==> src/design/assert_macros.svh <==
// Assertion macros used by the top-level RTL file.
`ifndef ASSERT_MACROS_SVH
`define ASSERT_MACROS_SVH

// Property that must hold at every clock edge out of reset.
`define STLS_ASSERT_ALWAYS(label, expr, msg) \
    label: assert property (@(posedge i_clk) disable iff (!i_rst_n) (expr)) \
        else $error(msg);

// Same-cycle implication.
`define STLS_ASSERT_IMPL(label, ante, cons, msg) \
    label: assert property (@(posedge i_clk) disable iff (!i_rst_n) (ante) |-> (cons)) \
        else $error(msg);

// Next-cycle implication.
`define STLS_ASSERT_NEXT(label, ante, cons, msg) \
    label: assert property (@(posedge i_clk) disable iff (!i_rst_n) (ante) |=> (cons)) \
        else $error(msg);

`endif

==> src/design/stls_ram.sv <==
// Generic single-write, single-read RAM with registered read data.
module stls_ram #(
    parameter int WIDTH = 8,
    parameter int DEPTH = 64
) (
    input  logic                     i_clk,
    input  logic                     i_we,
    input  logic [$clog2(DEPTH)-1:0] i_waddr,
    input  logic [WIDTH-1:0]         i_wdata,
    input  logic                     i_re,
    input  logic [$clog2(DEPTH)-1:0] i_raddr,
    output logic [WIDTH-1:0]         o_rdata
);

    logic [WIDTH-1:0] r_mem [DEPTH];
    logic [WIDTH-1:0] r_rdata;

    always_ff @(posedge i_clk) begin
        if (i_we) begin
            r_mem[i_waddr] <= i_wdata;
        end
        if (i_re) begin
            r_rdata <= r_mem[i_raddr];
        end
    end

    assign o_rdata = r_rdata;

endmodule

==> config.mk <==
export PLATFORM = sky130hd
export DESIGN_NAME = stls_ram
export DESIGN_NICKNAME = d
export VERILOG_FILES = /design/src/design/assert_macros.svh /design/src/design/stls_ram.sv
export SDC_FILE = /design/constraint.sdc
export NUM_CORES = 1
export LEC_CHECK = 0
export BUFFER_PORTS_ARGS = -buffer_cell sky130_fd_sc_hd__buf_2
export CAP_MARGIN = 15
export CORE_AREA = 3 3 214 216
export CTS_CLUSTER_SIZE = 20
export DETAILED_ROUTE_END_ITERATION = 8
export DIE_AREA = 0 0 217 219
export HOLD_SLACK_MARGIN = 0.02
export SYNTH_ARGS = -nofsm -noshare
export SYNTH_HDL_FRONTEND = slang
export SYNTH_SLANG_ARGS = --single-unit
==> constraint.sdc <==
create_clock -name i_clk -period 3.8 [get_ports i_clk]
set_input_delay 0.76 -clock i_clk [delete_from_list [all_inputs] [get_ports i_clk]]
set_output_delay 0.76 -clock i_clk [all_outputs]
set_load 0.02 [all_outputs]
# Word level (Yosys, flattened, before mapping)
# Memories as Yosys holds them, arrays and structs flattened. A register that Yosys moved wholly into a read port is not among the register bits.
# Index checks and enable logic that the tools add are counted.
[totals]
register_bits = 0
ramBits = 512
output_inout_bits = 8
elab_cells = 3
mem_count = 1
[classes]
n_mux = 2
[mem_list]
columns = ["memory", "depth", "width", "rd", "rd_ports_with_merged_regs", "write_ports", "line_no", "rtl"]
rows = [
  ["r_mem", 64, 8, 1, 1, 1, "stls_ram.sv:15", "logic [WIDTH-1:0] r_mem [DEPTH];"],
]
[op_table]
columns = ["cell", "n"]
rows = [
  ["1-bit 2-to-1 mux", 2],
]

# Longest topological paths before layout
# Gate-level depths: netlist of the first run.
[logic_depth]
word_depth = 2
depth_mapped = 9
mapped_depth_nobuf = 5

# Least setup slack after synthesis of the first run
# Ideal clock, no wire load.
[synth_path]
path_type = "input -> register"
start = "input port i_raddr[1]"
end = "register r_rdata[3], in the netlist o_rdata[3] (read register of r_mem) (data pin)"
setup_ns = 0.266
arrival_ns = 2.300
slack_ns = 1.234
path_stages = 7
cell_sequence = "buf_4 > buf_2 > buf_2 > mux4_2 > mux4_2 > o21ai_1 > o41ai_1"
[synth_lines]
columns = ["element", "line_no", "rtl"]
rows = [
  ["start, declared", "stls_ram.sv:11", "input logic [$clog2(DEPTH)-1:0] i_raddr,"],
  ["end, declared", "stls_ram.sv:16", "logic [WIDTH-1:0] r_rdata;"],
]

==> metrics.yaml, run 1 <==
outcome: "finished clean"
clk_latency_ns: 0.58
fp.dieH_um: 219
synth_nets: 963
hold-path-cell-count: 1
postSynthRegisterBits: 520
hold_viol_final: 0
critical_path_class: "primary input to flip-flop"
switching_share: 0.2053
drive_above_1_share: 0.2914
cp.required_ns: 4.09
io_buffer_count: 30
grt-ovfl-total: 0
leakage_nw: 7.249
syn_area_sq_um: 20250
totalWireLength_um: 45880
drc: 0
fin_skew_ns: 0.01572
hp-class: "primary input to flip-flop"
cts_setup_buffers: 0
core_area_sq_um: 44120
clkTransAtPathRegs_ns: 0.06
power.switching_mw: 2.405
syn_area_per_cell_sq_um: 21.54
place_hpwl_um: 28760
std_cell_rows: 77
yosys_warnings: 0
post-route-period-util: 0.7006
slew_viol_final: 0
hold_buffers: 0
place.gp.congestion: 0.7901
io_pins: 31
cts.root.buffer_cell: "clkbuf_16"
path_max_fanout: 32
arrival_ns: 2.96
drtPass1Iterations: 5
internal_power_mw: 9.312
comb_power_share: 0.052
maxSlewHeadroom: 0.2657
clockBufferDepth: 3
synth_cell_types: 39
irDropWorstVdd_mv: 0.2916
final-setup-viol-count: 0
placed_area_sq_um: 21420
cp_cell_sequence: "clkbuf_8 > buf_12 > buf_4 > buf_4 > mux2i_1 > a221oi_1 > a221oi_1 > o2bb2ai_1"
p_seq_frac: 0.544
tns_ns: 0
drtIter0Drc: 1122
grt_pass1_wl_um: 67990
antenna_found_initial: 4
cts.sinks: 520
num_vias: 9724
post_cts_resized: 0
reg2reg_depth: 5
wire_per_inst_um: 27.41
clkPwrFrac: 0.404
start_kind: "primary input"
critPathCaptureType: "flip-flop"
slowest_stage: "a221oi_1"
die_width_um: 217
cts_tree: "built"
antenna_left: 0
htree_levels: 2
cts_buffers: 51
max_freq_mhz: 375.6
fin_crit_ns: 2.662
synthCells: 940
dieArea_sq_um: 47520
final_cell_area_sq_um: 23030
fillCellCount: 3495
rsz0062_at_grt: "false"
nets: 1071
grt_usage: 0.1978
cp_slowest_stage_delay_ns: 0.57
grt_pass1_vias: 10070
start_util: 0.4589
yosysSeqAreaShare: 0.7712
area_growth_pct: 13.72
viasPerCell: 5.809
grt_max_degree: 65
drv_cap: 0
powerDensity_nw_per_um2: 508.9
tightest_slew_ns: 1.101
-- per-layer routing --
| metal | vias up | part of all wire | global-route usage | wire length (um) |
|---|---|---|---|---|
| met3 | 70 | 0.076 | 0.03877 | 3502 |
| met1 | 5151 | 0.43 | 0.2871 | 19520 |
| li1 | 4140 | - | - | - |
| met4 | 6 | 0.024 | 0.05545 | 1081 |
| met2 | 357 | 0.47 | 0.3105 | 21730 |
| met5 | - | 0.00076 | 0 | 35 |
-- cell type report --
type                       instances  area, sq um  share of cell area
antenna                            1        2.502           0.0001087
clock buffer                      61         1314             0.05706
clock inverter                    25        229.0            0.009944
multi-input combinational        369         4315              0.1874
sequential                       520        15620              0.6782
tap                              592        740.7             0.03217
timing repair buffer             106        809.5             0.03516
-- cells in the mapped netlist --
cell,count,area [sq um]
edfxtp_1,520,15610
mux4_2,126,2838
nor2_1,83,311.6
mux2i_1,23,230.2
nand2_1,19,71.32
clkbuf_1,17,63.81
nor2b_1,14,87.58
buf_4,13,97.59
mux2_2,13,146.4
nand3_1,13,65.06
buf_2,11,55.05
o221ai_1,8,70.07
o22ai_1,8,50.05
nand2b_1,7,43.79
nor3_1,7,35.03
a221oi_1,6,52.55
a211oi_1,4,30.03
buf_1,4,15.01
buf_6,4,45.04
a21oi_1,3,15.01
a22oi_1,3,22.52
nand3b_1,3,22.52
o2111ai_1,3,26.28
o2bb2ai_1,3,26.28
a2111oi_0,2,17.52
buf_12,2,40.04
nand4_1,2,12.51
nor4_1,2,12.51
o21a_1,2,15.01
o21ai_0,2,10.01
o21ai_1,2,10.01
o221a_2,2,22.52
o32ai_1,2,17.52
o41ai_1,2,17.52
a31oi_1,1,6.260
and2_1,1,6.260
nand4b_1,1,8.760
o311ai_1,1,8.760
or3_1,1,6.260
-- state kept, by name (all words and copies together), names as in the netlist --
register  cells
o_rdata       8
r_mem       512
-- final timing paths --
| check | from | endpoint | slack, ns |
|---|---|---|---|
| max reg2reg | r_mem[24][4] | o_rdata[4] | 1.61 |
| min reg2reg | r_mem[23][1] | o_rdata[1] | 0.93 |
| min | i_wdata[3] | r_mem[35][3] | 0.58 |
| max | i_raddr[0] | o_rdata[1] | 1.14 |
-- cell usage in the layout (no fill, tap or decap), drive strengths merged, types with 6 or more instances in the layout --
cell type  instances
clkinv            16
nand3             13
edfxtp           520
o22ai              8
nor2              83
mux2i             23
clkbuf            62
o221ai             8
nor3               7
mux2              13
nand2             19
mux4             126
nor2b             14
a221oi             6
nand2b             7
buf              105
-- through the flow --
stage,worst slack (ns),hold slack [ns],total power [mW],util,std cells
2_1_floorplan,1.234,0.7971,6.840,-,940
3_3_place_gp,0.5089,0.8881,7.103,0.4855,1584
3_5_place_dp,0.4664,0.9034,7.111,0.4855,1584
4_1_cts,1.081,0.5584,11.84,0.5204,1670
5_1_grt,1.018,0.5700,12.11,0.5218,1673
6_report,1.138,0.5827,11.72,0.5218,1674
-- cell families (layout without fill, tap and decap cells) --
| kind of cell | count (synthesis) | after routing | synth area share |
|---|---|---|---|
| mux | 162 | 162 | 0.1588 |
| other cells | 0 | 1 | 0 |
| simple gates | 153 | 153 | 0.03374 |
| buf+inv | 51 | 192 | 0.01563 |
| flops | 520 | 520 | 0.7712 |
| compound gates | 54 | 54 | 0.02064 |
-- critical path: cells and delay by family --
| kind | cells | cell delay, ns |
|---|---|---|
| buffers and inverters | 4 | 1.02 |
| AO/OA/AOI/OAI | 3 | 0.85 |
| multiplexers | 1 | 0.29 |
-- power groups by stage --
stage	registers (mW)	clock network [mW]	logic (mW)
floorplan	6.50	0	0.339
global placement	6.50	0	0.602
detailed placement	6.50	0	0.609
CTS	6.38	4.85	0.610
global route	6.38	5.08	0.653
finish	6.38	4.73	0.608
No activity file was read; power rests on OpenSTA's default activity.
==> run 2, diff against run 1 <==
==> constraint.sdc (replaced) <==
create_clock -name i_clk -period 2.4 [get_ports i_clk]
set_input_delay 0.48 -clock i_clk [delete_from_list [all_inputs] [get_ports i_clk]]
set_output_delay 0.48 -clock i_clk [all_outputs]
set_load 0.02 [all_outputs]
==> run 2 against run 1 <==
Against the previous run:
- clock skew is 0.0026 ns lower
- final cell count up 5.0%
- clock power rose by 60%
- non-clock buffer count grew 76
- core utilization grew 1.7 points
- via count increased by 3.2%
- first-iteration DRC count down 4.5%
- register-to-register slack got worse by 1.3 ns
- critical endpoint is now o_rdata[7]
- die area did not move
- sequential cell count is the same
==> metrics.yaml, run 2 (synthesis results as in run 1) <==
outcome: "finished clean"
drive_above_1_share: 0.3362  # +0.04480
fin_skew_ns: 0.01315  # -0.002575 ns
cts.sinks: 520  # unchanged
grt_max_degree: 65  # unchanged
cts.root.buffer_cell: "clkbuf_16"
drv_cap: 0  # unchanged
final-setup-viol-count: 0  # unchanged
path_max_fanout: 14  # -56%
final_cell_area_sq_um: 23780  # +3.3%
grt_usage: 0.1991  # +0.001337
largest_reg_flops: 512  # unchanged
wire_per_inst_um: 26.09  # -4.8%
cts_setup_buffers: 0  # unchanged
grt-ovfl-total: 0  # unchanged
htree_levels: 2  # unchanged
hold-path-cell-count: 1  # unchanged
maxSlewHeadroom: 0.5644  # +0.2987
grt_pass1_vias: 10250  # +1.8%
hold_buffers: 0  # unchanged
drtIter0Drc: 1071  # -4.5%
die_width_um: 217  # unchanged
clkTransAtPathRegs_ns: 0.06  # about the same
slew_viol_final: 0  # unchanged
irDropWorstVdd_mv: 0.5829  # +100%
antenna_found_initial: 4  # unchanged
place.gp.congestion: 0.8215  # +4.0%
fin_crit_ns: 2.115
wl_met1_um: 20390  # +4.5%
hold_viol_final: 0  # unchanged
powerDensity_nw_per_um2: 787.5  # +55%
rsz0062_at_grt: "false"
whs_ns: 0.2814  # -0.3013 ns
layout_commonest_cell: "edfxtp_1"
nets: 1148  # +7.2%
leakage_nw: 7.711  # +6.4%
fillCellCount: 3469  # -0.74%
cts_buffers: 52  # +2.0%
min_to: "o_rdata[7]"
critical_path_class: "primary input to flip-flop"
post-route-period-util: 0.8811
tns_ns: 0  # unchanged
drc: 0  # unchanged
clk_latency_ns: 0.58  # about the same
totalWireLength_um: 45840  # about the same
core_area_sq_um: 44120  # unchanged
critPathCaptureType: "flip-flop"
tightest_slew_ns: 0.6534  # -0.4480 ns
cts_tree: "built"
cp-startpoint: "i_raddr[0]"
rrSetupSlack_ns: 0.29  # -1.32 ns
reg2reg_depth: 5  # unchanged
r2r-start: "r_mem[41][1]"
reg2reg_to: "o_rdata[1]"
seq_area_sq_um: 15620  # unchanged
start_util: 0.4589  # unchanged
num_vias: 10040  # +3.2%
arrival_ns: 2.43  # -0.53 ns
fp.dieH_um: 219  # unchanged
drtPass1Iterations: 5  # unchanged
grt_pass1_wl_um: 68980  # +1.5%
std_cell_rows: 77  # unchanged
wl_met3_um: 2603  # -26%
place_hpwl_um: 29660  # +3.1%
final_cell_mix: "520 x edfxtp_1, 136 x buf_4, 126 x mux4_2"
routed-wl-met2_um: 21390  # -1.6%
antenna_left: 0  # unchanged
largest-register: "r_mem"
viasPerCell: 5.712  # -1.7%
p_total_mw: 18.73  # +60%
area_growth_pct: 17.44
io_pins: 31  # unchanged
max_freq_mhz: 472.9
hp-class: "primary input to flip-flop"
clockBufferDepth: 3  # unchanged
hp-start: "i_re"
placed_area_sq_um: 22200  # +3.6%
cp.required_ns: 2.72  # -1.37 ns
top_layer: "met5"
io_buffer_count: 30  # unchanged
post_cts_resized: 0  # unchanged
start_kind: "primary input"
multi_input_area_sq_um: 4315  # unchanged
dieArea_sq_um: 47520  # unchanged
run 2: area by class of cell:
type | instances | area share
sequential | 520 | 0.6567
clock buffer | 62 | 0.05720
clock inverter | 30 | 0.008893
multi-input combinational | 369 | 0.1815
timing repair buffer | 182 | 0.06435
antenna | 2 | 0.0002105
tap | 592 | 0.03115
run 2: critical path: stages:
cell and delay, ns:
clkbuf_8 0.18, buf_12 0.19, buf_12 0.16, mux4_2 0.50, mux4_2 0.48, o21ai_0 0.32, nand2_1 0.10
run 2: worst max-delay path by stage:
stage,to,slack (ns)
2_1_floorplan,o_rdata[3],0.11
3_3_place_gp,o_rdata[7],-0.36
3_5_place_dp,o_rdata[7],-0.34
4_1_cts,o_rdata[7],0.29
5_1_grt,o_rdata[4],0.18
6_report,o_rdata[7],0.29
run 2: stage by stage:
stage / setup WS (ns) / util / instances
after floorplan: 0.1137 / - / 940
after global placement: -0.3586 / 0.5031 / 1663
after detailed placement: -0.3407 / 0.5031 / 1663
after CTS: 0.2915 / 0.5388 / 1755
after global routing: 0.1819 / 0.5388 / 1756
final: 0.2855 / 0.5389 / 1757
run 2: layer usage:
layer,up-vias,GRT usage
met5,-,0
met4,4,0.06501
met3,92,0.03974
met2,303,0.3012
met1,5321,0.2947
li1,4316,-
run 2: report_power, final:
| part | switching, mW | total [mW] | leakage (nW) | internal [mW] |
|---|---|---|---|---|
| Combinational | 0.606 | 1.06 | 2.26 | 0.451 |
| Clock | 3.24 | 7.57 | 0.769 | 4.33 |
| Sequential | 0.0283 | 10.1 | 4.69 | 10.1 |
| Total | 3.88 | 18.7 | 7.71 | 14.8 |
==> run 3, diff against run 2 <==
--- a/config.mk
+++ b/config.mk
@@ -7,11 +7,12 @@
 export LEC_CHECK = 0
 export BUFFER_PORTS_ARGS = -buffer_cell sky130_fd_sc_hd__buf_2
 export CAP_MARGIN = 15
-export CORE_AREA = 3 3 214 216
+export CORE_AREA = 3 3 195 197
 export CTS_CLUSTER_SIZE = 20
 export DETAILED_ROUTE_END_ITERATION = 8
-export DIE_AREA = 0 0 217 219
+export DIE_AREA = 0 0 198 200
 export HOLD_SLACK_MARGIN = 0.02
+export PLACE_DENSITY = 0.74
 export SYNTH_ARGS = -nofsm -noshare
 export SYNTH_HDL_FRONTEND = slang
 export SYNTH_SLANG_ARGS = --single-unit
==> run 3 against run 2 <==
Against the previous run:
- first-iteration DRC count is 1.4% higher
- die area decreased by 17%
- critical path depth did not move
- largest power group unchanged
- highest routed layer unchanged
==> metrics.yaml, run 3 (synthesis results as in run 1) <==
drtIter0Drc: 1086  # +1.4%
final_cell_area_sq_um: 23520  # -1.1%
drtPass1Iterations: 5  # unchanged
post-route-period-util: 0.9154  # +0.03432
largest-register: "r_mem"
hp-class: "primary input to flip-flop"
whs_ns: 0.2845  # +0.003122 ns
fp.dieH_um: 200  # -8.7%
drc: 0  # unchanged
drv_cap: 0  # unchanged
post_cts_resized: 0  # unchanged
slew_viol_final: 0  # unchanged
hold_viol_final: 0  # unchanged
clkTransAtPathRegs_ns: 0.06  # about the same
use_met3: 0.04028  # +0.0005423
diodes: 0  # -2
fin_skew_ns: 0.01518  # +0.002029 ns
die_width_um: 198  # -8.8%
tightest_slew_ns: 0.6990  # +0.04561 ns
grt-ovfl-total: 0  # unchanged
cp.required_ns: 2.70  # -0.02 ns
cts_setup_buffers: 0  # unchanged
fin_cells: 1627  # -7.4%
cts.sinks: 520  # unchanged
grt_pass1_vias: 10370  # +1.2%
outcome: "finished clean"
start_kind: "primary input"
totalWireLength_um: 44110  # -3.8%
grt_use_met1: 0.3331  # +0.03831
critPathCaptureType: "flip-flop"
nets: 1149  # +0.087%
final-setup-viol-count: 0  # unchanged
rsz0062_at_grt: "false"
area_growth_pct: 16.18
utilization: 0.6456  # +0.1067
dp_cells: 1542  # -7.3%
core_area_sq_um: 36430  # -17%
viasPerCell: 6.250  # +9.4%
cts_tree: "built"
io_pins: 31  # unchanged
antenna_found_initial: 4  # unchanged
hold_buffers: 0  # unchanged
arrival_ns: 2.50  # +0.07 ns
critical_path_class: "primary input to flip-flop"
dieArea_sq_um: 39600  # -17%
fin_crit_ns: 2.197  # +0.08237 ns
path_max_fanout: 22  # +8
wire_per_inst_um: 27.11  # +3.9%
grt_usage: 0.2302  # +0.03106
place.gp.congestion: 0.8422  # +2.5%
grt_pass1_wl_um: 66910  # -3.0%
io_buffer_count: 30  # unchanged
num_vias: 10170  # +1.3%
placed_area_sq_um: 21990  # -0.94%
met2_usage: 0.3709  # +0.06971
std_cell_rows: 70  # -9.1%
maxSlewHeadroom: 0.5340  # -0.03041
grt_max_degree: 65  # unchanged
htree_levels: 2  # unchanged
largest_reg_flops: 512  # unchanged
cts_buffers: 50  # -3.8%
clockBufferDepth: 3  # unchanged
antenna_left: 0  # unchanged
leakage_nw: 7.676  # -0.46%
layout_commonest_cell: "edfxtp_1"
irDropWorstVdd_mv: 0.5528  # -5.2%
final_cell_mix: "520 x edfxtp_1, 145 x buf_4, 126 x mux4_2"
place_hpwl_um: 29000  # -2.2%
clk_latency_ns: 0.56  # -0.02 ns
powerDensity_nw_per_um2: 786.7  # -0.10%
cts.root.buffer_cell: "clkbuf_16"
busiest_layer: "met2"
start_util: 0.5557  # +0.09684
p_total_mw: 18.51  # -1.2%
max_freq_mhz: 455.2  # -3.7%
drive_above_1_share: 0.3356  # -0.0005653
## run 3: cell types whose count changed in the layout (fill, tap and decap cells not counted), sizes merged
cell,change
clkinv,-8
buf,+3
diode,-2
bufinv,+1
clkinvlp,-1
inv,+1
## run 3: stage by stage
stage / setup TNS [ns] / worst slack, ns
after floorplan: 0 / 0.1137
after global placement: -1.366 / -0.3185
after detailed placement: -1.592 / -0.3582
after CTS: 0 / 0.2335
after global routing: 0 / 0.1537
final: 0 / 0.2031
## run 3: final cells by class
class | count | area (sq um)
Tap cell | 468 | 585.6
Sequential cell | 520 | 15620
Clock inverter | 23 | 211.5
Multi-Input combinational cell | 369 | 4315
Clock buffer | 62 | 1318
Timing Repair Buffer | 185 | 1478
Fill cell | 2388 | 12910
## run 3: worst max-delay path, cell delays in order
cell and delay [ns]:
clkbuf_8 0.19, buf_12 0.22, mux4_2 0.52, mux2_2 0.29, o221a_2 0.28, nor3_1 0.36
o32ai_1 0.14
## run 3: layer usage
metal / part of all wire / vias to the layer above
li1: - / 4304
met1: 0.42 / 5323
met2: 0.49 / 441
met3: 0.071 / 92
met4: 0.025 / 8
met5: 0.00093 / -
## run 3: worst paths after layout
path,startpoint,end,slack (ns),cells past startpoint
max reg2reg,r_mem[25][6],o_rdata[6],0.24,5
min,i_re,o_rdata[1],0.28,1
max,i_raddr[0],o_rdata[6],0.20,7
min reg2reg,r_mem[26][6],o_rdata[6],0.92,3
## run 3: power by group
group / leakage (nW) / switching (mW) / total, mW / internal (mW)
registers: 4.69 / 0.0270 / 10.1 / 10.1
logic: 2.25 / 0.590 / 1.03 / 0.439
clock network: 0.744 / 3.09 / 7.38 / 4.29
